<file path="config.mk">
export PLATFORM = sky130hd
export DESIGN_NAME = run_level_last_encoder
export DESIGN_NICKNAME = d
export VERILOG_FILES = /design/src/rlle_pkg.sv /design/src/run_level_last_encoder.sv
export VERILOG_INCLUDE_DIRS = /design/src /design/src/src
export SDC_FILE = /design/constraint.sdc
export NUM_CORES = 1
export LEC_CHECK = 0
export BUFFER_PORTS_ARGS = -buffer_cell sky130_fd_sc_hd__buf_4
export CAP_MARGIN = 0
export CORE_ASPECT_RATIO = 1.75
export CORE_UTILIZATION = 60
export DETAILED_ROUTE_END_ITERATION = 7
export PLACE_DENSITY = 0.79
export SLEW_MARGIN = 5
export SYNTH_ARGS = -nofsm -noshare
export SYNTH_HDL_FRONTEND = slang
export SYNTH_SLANG_ARGS = --single-unit
</file>
<file path="constraint.sdc">
create_clock -name clk -period 4.6 [get_ports clk]
set_clock_uncertainty 0.2 [all_clocks]
set_input_delay 1.38 -clock clk [delete_from_list [all_inputs] [get_ports clk]]
set_output_delay 1.38 -clock clk [all_outputs]
set_load 0.01 [all_outputs]
</file>
<file path="src/run_level_last_encoder_macros.svh">
// ----------------------------------------------------------------------------
// Run-level-last encoder assertion macros
// Shared concurrent assertion forms, clocked on clk and disabled in reset.
// ----------------------------------------------------------------------------
`ifndef RUN_LEVEL_LAST_ENCODER_MACROS_SVH
`define RUN_LEVEL_LAST_ENCODER_MACROS_SVH

// Implication or plain property, checked at every rising edge out of reset.
`define RLLE_ASSERT(lbl, prop, msg) \
  lbl: assert property (@(posedge clk) disable iff (rst) (prop)) else $error(msg);

// Condition that must never be seen at a rising edge out of reset.
`define RLLE_ASSERT_NEVER(lbl, cond, msg) \
  lbl: assert property (@(posedge clk) disable iff (rst) !(cond)) else $error(msg);

`endif

</file>
<file path="src/rlle_pkg.sv">
// ----------------------------------------------------------------------------
// Run-level-last encoder package
// Field widths, coding constants and the result entry type.
// ----------------------------------------------------------------------------
package rlle_pkg;

  localparam int COEF_W   = 16;
  localparam int RUN_W    = 7;

  // Result queue: room for the two results of one coefficient plus slack.
  localparam int FIFO_DEPTH = 4;
  localparam int PTR_W      = 2;
  localparam int CNT_W      = 3;

  localparam logic [RUN_W-1:0] RUN_MAX   = 7'd127;
  localparam logic [RUN_W-1:0] EMPTY_RUN = 7'd64;

  typedef struct packed {
    logic [RUN_W-1:0]         run;
    logic signed [COEF_W-1:0] level;
    logic                     last;
    logic                     item_done;
  } result_t;

endpackage

</file>
<file path="src/run_level_last_encoder.sv">
// ----------------------------------------------------------------------------
// Run-level-last encoder
// Codes a block of scan-ordered coefficients as (run, level, last) triples.
// ----------------------------------------------------------------------------
// One coefficient is taken per clock unless a full result queue stalls the
// input. A coefficient goes into an input register, is coded from there once
// the queue has room, and its results (none, one or two) are written into a
// four-entry result queue that drives the output ports. The input side keeps
// taking a coefficient every cycle as long as the queue has room for two
// results; with the output side always ready the rate is one coefficient per
// cycle. Only the block's final coefficient can produce two results. Runs
// saturate at 127 for blocks longer than 128 coefficients; an all-zero block
// yields run 64, level 0, last 1.
`include "run_level_last_encoder_macros.svh"

module run_level_last_encoder #(
  parameter int BLOCK_COEFS = 64
) (
  input  logic                                 clk,
  input  logic                                 rst,
  input  logic                                 in_valid,
  output logic                                 in_ready,
  input  logic signed [rlle_pkg::COEF_W-1:0]   coef,
  output logic                                 out_valid,
  input  logic                                 out_ready,
  output logic        [rlle_pkg::RUN_W-1:0]    run,
  output logic signed [rlle_pkg::COEF_W-1:0]   level,
  output logic                                 last,
  output logic                                 item_done
);

  localparam int POS_W = $clog2(BLOCK_COEFS);
  localparam logic [POS_W-1:0] LAST_POS = POS_W'(BLOCK_COEFS - 1);

  // input register
  logic                                s_valid;
  logic signed [rlle_pkg::COEF_W-1:0]  s_coef;

  // coding state
  logic [POS_W-1:0]                    position;
  logic [rlle_pkg::RUN_W-1:0]          zero_count;
  logic                                held_valid;
  logic [rlle_pkg::RUN_W-1:0]          held_run;
  logic signed [rlle_pkg::COEF_W-1:0]  held_level;

  // result queue
  rlle_pkg::result_t                   fifo_mem [rlle_pkg::FIFO_DEPTH];
  logic [rlle_pkg::PTR_W-1:0]          wr_ptr;
  logic [rlle_pkg::PTR_W-1:0]          rd_ptr;
  logic [rlle_pkg::CNT_W-1:0]          count;

  logic                                proc;
  logic                                nz;
  logic                                fin;
  logic                                push_held;
  logic                                push_fin;
  logic                                pop;
  logic [rlle_pkg::CNT_W-1:0]          push_n;
  logic                                hv_next;
  logic [rlle_pkg::RUN_W-1:0]          hr_next;
  logic signed [rlle_pkg::COEF_W-1:0]  hl_next;
  rlle_pkg::result_t                   res_held;
  rlle_pkg::result_t                   res_fin;
  rlle_pkg::result_t                   head;

  // Code the registered coefficient only when the queue can take two results.
  assign proc     = s_valid && (count <= rlle_pkg::CNT_W'(rlle_pkg::FIFO_DEPTH - 2));
  assign in_ready = !s_valid || proc;

  assign nz  = (s_coef != '0);
  assign fin = (position == LAST_POS);

  assign push_held = proc && nz && held_valid;
  assign push_fin  = proc && fin;
  assign push_n    = rlle_pkg::CNT_W'(push_held) + rlle_pkg::CNT_W'(push_fin);

  assign hv_next = held_valid || nz;
  assign hr_next = nz ? zero_count : held_run;
  assign hl_next = nz ? s_coef : held_level;

  always_comb begin
    res_held.run       = held_run;
    res_held.level     = held_level;
    res_held.last      = 1'b0;
    res_held.item_done = !fin;
    if (hv_next) begin
      res_fin.run   = hr_next;
      res_fin.level = hl_next;
    end else begin
      res_fin.run   = rlle_pkg::EMPTY_RUN;
      res_fin.level = '0;
    end
    res_fin.last      = 1'b1;
    res_fin.item_done = 1'b1;
  end

  assign head      = fifo_mem[rd_ptr];
  assign out_valid = (count != '0);
  assign pop       = out_valid && out_ready;
  assign run       = head.run;
  assign level     = head.level;
  assign last      = head.last;
  assign item_done = head.item_done;

  always_ff @(posedge clk) begin
    if (rst) begin
      s_valid <= 1'b0;
    end else if (in_ready) begin
      s_valid <= in_valid;
    end
    if (in_valid && in_ready) begin
      s_coef <= coef;
    end
  end

  always_ff @(posedge clk) begin
    if (rst) begin
      position   <= '0;
      zero_count <= '0;
      held_valid <= 1'b0;
      held_run   <= '0;
      held_level <= '0;
    end else if (proc) begin
      if (fin) begin
        // close the block and start over
        position   <= '0;
        zero_count <= '0;
        held_valid <= 1'b0;
        held_run   <= '0;
        held_level <= '0;
      end else begin
        position   <= position + POS_W'(1);
        held_valid <= hv_next;
        held_run   <= hr_next;
        held_level <= hl_next;
        if (nz) begin
          zero_count <= '0;
        end else if (zero_count != rlle_pkg::RUN_MAX) begin
          zero_count <= zero_count + rlle_pkg::RUN_W'(1);
        end
      end
    end
  end

  always_ff @(posedge clk) begin
    if (push_held) begin
      fifo_mem[wr_ptr] <= res_held;
    end
    if (push_fin) begin
      fifo_mem[wr_ptr + rlle_pkg::PTR_W'(push_held)] <= res_fin;
    end
  end

  always_ff @(posedge clk) begin
    if (rst) begin
      wr_ptr <= '0;
      rd_ptr <= '0;
      count  <= '0;
    end else begin
      wr_ptr <= wr_ptr + rlle_pkg::PTR_W'(push_n);
      rd_ptr <= rd_ptr + rlle_pkg::PTR_W'(pop);
      count  <= count + push_n - rlle_pkg::CNT_W'(pop);
    end
  end

  `RLLE_ASSERT_NEVER(a_count_in_range, count > rlle_pkg::CNT_W'(rlle_pkg::FIFO_DEPTH), "result queue overflow")
  `RLLE_ASSERT(a_double_only_final, push_held && push_fin |-> fin && nz, "two results for a non-final coefficient")
  `RLLE_ASSERT(a_block_restart, proc && fin |=> position == '0 && !held_valid && zero_count == '0, "state not cleared after final coefficient")

endmodule

</file>
==> impl_metrics.py <==
metrics = {
    "synthesis": {
        "synth_fp_nets": 624,
        "avgSynthCellArea_sq_um": 12.2,
        "netlist_instances": 594,
        "synthFlopType": "edfxtp_1",
        "yosys_register_bits": 161,
        "synthDistinctLibCells": 48,
        "netlist.area_leader.share_pct": 44.9,
        "async_reset_ff_share_pct": 0,
        "yosysSeqAreaShare_pct": 59.6,
        "synth_warnings": 0,
        "netlist_area_sq_um": 7220,
        "synth_edf_count": 108,
        "yosys-top-cells-area": "edfxtp_1, dfxtp_1, mux4_2",
        "yosys.area.top_type": "edfxtp_1",
    },
    "clock_network": {
        "hold_buffers": 0,
        "ctsResizeCount": 0,
        "cts_buffers": 17,
        "insertion_delay_ns": 0.42,
        "cts.sinks": 161,
        "clock_path_buffers": 2,
        "post_cts_buffers": 0,
        "clkSlewWorstSetupHoldPaths_ns": 0.06,
        "cts_tree": "yes",
        "htreeDepth": 4,
        "cts-root-buf": "clkbuf_16",
    },
    "grt": {
        "grt_pass1_wl_um": 27300,
        "grt_max_degree": 28,
        "grt_usage_pct": 29.3,
        "overflow": 0,
        "antenna_found_initial": 0,
        "grt_pass1_vias": 5325,
    },
    "timing": {
        "clock.fmax_mhz": 267,
        "layout_min_cycle_time_ns": 3.75,
        "grt_setup_unrepaired": "false",
        "setup_viol": 0,
        "setup-tns-final_ns": 0,
        "slew_headroom_pct": 33.8,
        "finalHoldViolCount": 0,
        "maxSlewViolCount": 0,
        "holdWs_ns": 0.254,
        "tightestPinTransition_ns": 0.994,
        "fin_crit_sh_pct": 81.5,
    },
    "floorplanning": {
        "start_util_pct": 62.0,
        "floorplan.die_area_sq_um": 12500,
        "pin_count": 47,
        "row_count": 52,
        "die_x_um": 84.9,
        "die-height_um": 147,
        "core_area_sq_um": 11600,
    },
    "placement": {
        "port_buffers": 46,
        "dp_hpwl_um": 11300,
        "placed_area_sq_um": 7700,
        "gp_congestion": 0.886,
    },
    "finish": {
        "multi_input_area_sq_um": 2700,
        "layout_common_cells": "edfxtp_1, nand2_1, buf_4",
        "post-route-cell-area_sq_um": 8260,
        "layout-drive-gt1-share_pct": 19.8,
        "layout_commonest_cell": "edfxtp_1",
        "fillCellCount": 766,
        "final_nets": 667,
        "seq_area_sq_um": 4310,
        "area_delta_synth_final_pct": 14.4,
        "diodes": 0,
    },
    "detailed_routing": {
        "dr.pass1.iters": 8,
        "drcViolationCount": 8,
        "via_per_inst": 6.55,
        "drt_iter0_markers": 593,
        "dr_total_vias": 5140,
        "antenna_left": 0,
        "routedWlPerCell_um": 22.0,
        "wl_um": 17200,
    },
    "setup_path": {
        "critPathKind": "reg -> reg",
        "required_ns": 4.55,
        "arrival_ns": 3.70,
        "critPathCaptureType": "register",
        "start_kind": "register",
        "path_max_fanout": 22,
    },
    "min_path": {
        "holdCritPathClass": "reg -> reg",
    },
    "pwr": {
        "powerDensity_nw_per_um2": 450,
        "p_leak_nw": 2.88,
        "irDropWorstVdd_uv": 329,
    },
    "flow_run": {
        "cap_violations": 0,
    },
    "run_status": {
        "violations": "DRC",
        "run_status": "complete, but fails checks",
    },
}
-- cell type report --
class                      instances  area share, %
sequential                       161           52.1
multi-input combinational        381           32.7
clock buffer                      18           5.45
clock inverter                    14           1.36
timing repair buffer              64           5.82
tap                              135           2.04
inverter                          12          0.545
-- stage by stage --
step / utilization [%] / setup WS [ns] / std cells / total power, W
6_report: 70.9 / 0.853 / 785 / 0.00372
5_1_grt: 70.9 / 0.712 / 785 / 0.00383
3_3_place_gp: 66.1 / 1.08 / 753 / 0.00238
4_1_cts: 70.9 / 0.904 / 785 / 0.00372
3_5_place_dp: 66.1 / 0.949 / 753 / 0.00240
2_1_floorplan: - / 1.23 / 594 / 0.00213
-- metal layers --
metal / track usage (%) / vias to the layer above / share of wire, %
li1: - / 2318 / -
met1: 32.1 / 2482 / 34
met2: 52.8 / 281 / 55
met3: 6.80 / 59 / 7.4
met4: 13.7 / 0 / 3.9
met5: 0 / - / 0
-- where the power goes --
| group | internal [W] | total (W) | leakage [nW] | switching (W) |
|---|---|---|---|---|
| Clock | 0.000739 | 0.00134 | 0.284 | 0.000603 |
| Sequential | 0.00160 | 0.00166 | 1.43 | 0.0000596 |
| Combinational | 0.000357 | 0.000710 | 1.16 | 0.000353 |
| Total | 0.00270 | 0.00372 | 2.88 | 0.00102 |
-- final timing paths --
check                                     from             end  slack, ns  cells after the start
worst max register to register       s_coef[4]  fifo_mem[1][5]       0.85                     11
worst max-delay path                 s_coef[4]  fifo_mem[1][5]       0.85                     11
worst min-delay path            fifo_mem[0][1]  fifo_mem[0][1]       0.25                      1
worst min register to register  fifo_mem[0][1]  fifo_mem[0][1]       0.25                      1
-- cells in the mapped netlist (2+ instances only) --
master and number:
edfxtp_1 108, nand2_1 95, o21ai_0 61, dfxtp_1 53
nor2_1 28, mux4_2 25, o2bb2ai_1 24, a22o_1 23
clkbuf_1 20, buf_2 17, inv_1 12, a21oi_1 11
nand3_1 11, ha_1 9, mux2i_1 8, and2_1 7
nor4_1 7, o31ai_1 6, a21o_1 5, o21ai_1 5
xnor2_1 5, a211oi_1 4, and4_1 4, nor2b_1 4
nor3_1 4, or3_1 4, xor2_1 4, and3_1 3
nand4_1 3, a211o_1 2, a31oi_1 2, nand2b_1 2
nor4_2 2, or4_1 2
-- kinds of logic (layout without fill, tap and decap cells) --
family,Yosys count,count (layout),share of synthesized area [%]
muxes,34,34,9.11
buffers and inverters,52,108,3.15
adders and majority gates,10,10,1.84
and+or+nand+nor,182,182,11.9
AOI/OAI and AO/OA,146,146,13.4
xor gates and xnor gates,9,9,1.09
DFF,161,161,59.6
-- worst max-delay path: stages (launching register included) --
cell and delay, ns:
edfxtp_1 0.48, nor4_1 0.58, nand4_1 0.15, buf_4 0.21, nand3_1 0.17, inv_1 0.11, ha_1 0.23, xnor2_1 0.42
nand4_1 0.25, mux2i_1 0.22, buf_4 0.30, o21ai_0 0.15
-- flip-flops by register name, summed over array words and instances (netlist names), 2 cells and up --
register	count
rd_ptr	2
position	6
s_coef	16
held_level	16
zero_count	7
wr_ptr	2
count	3
held_run	7
fifo_mem	100
Power figures use the tool's default switching activity.
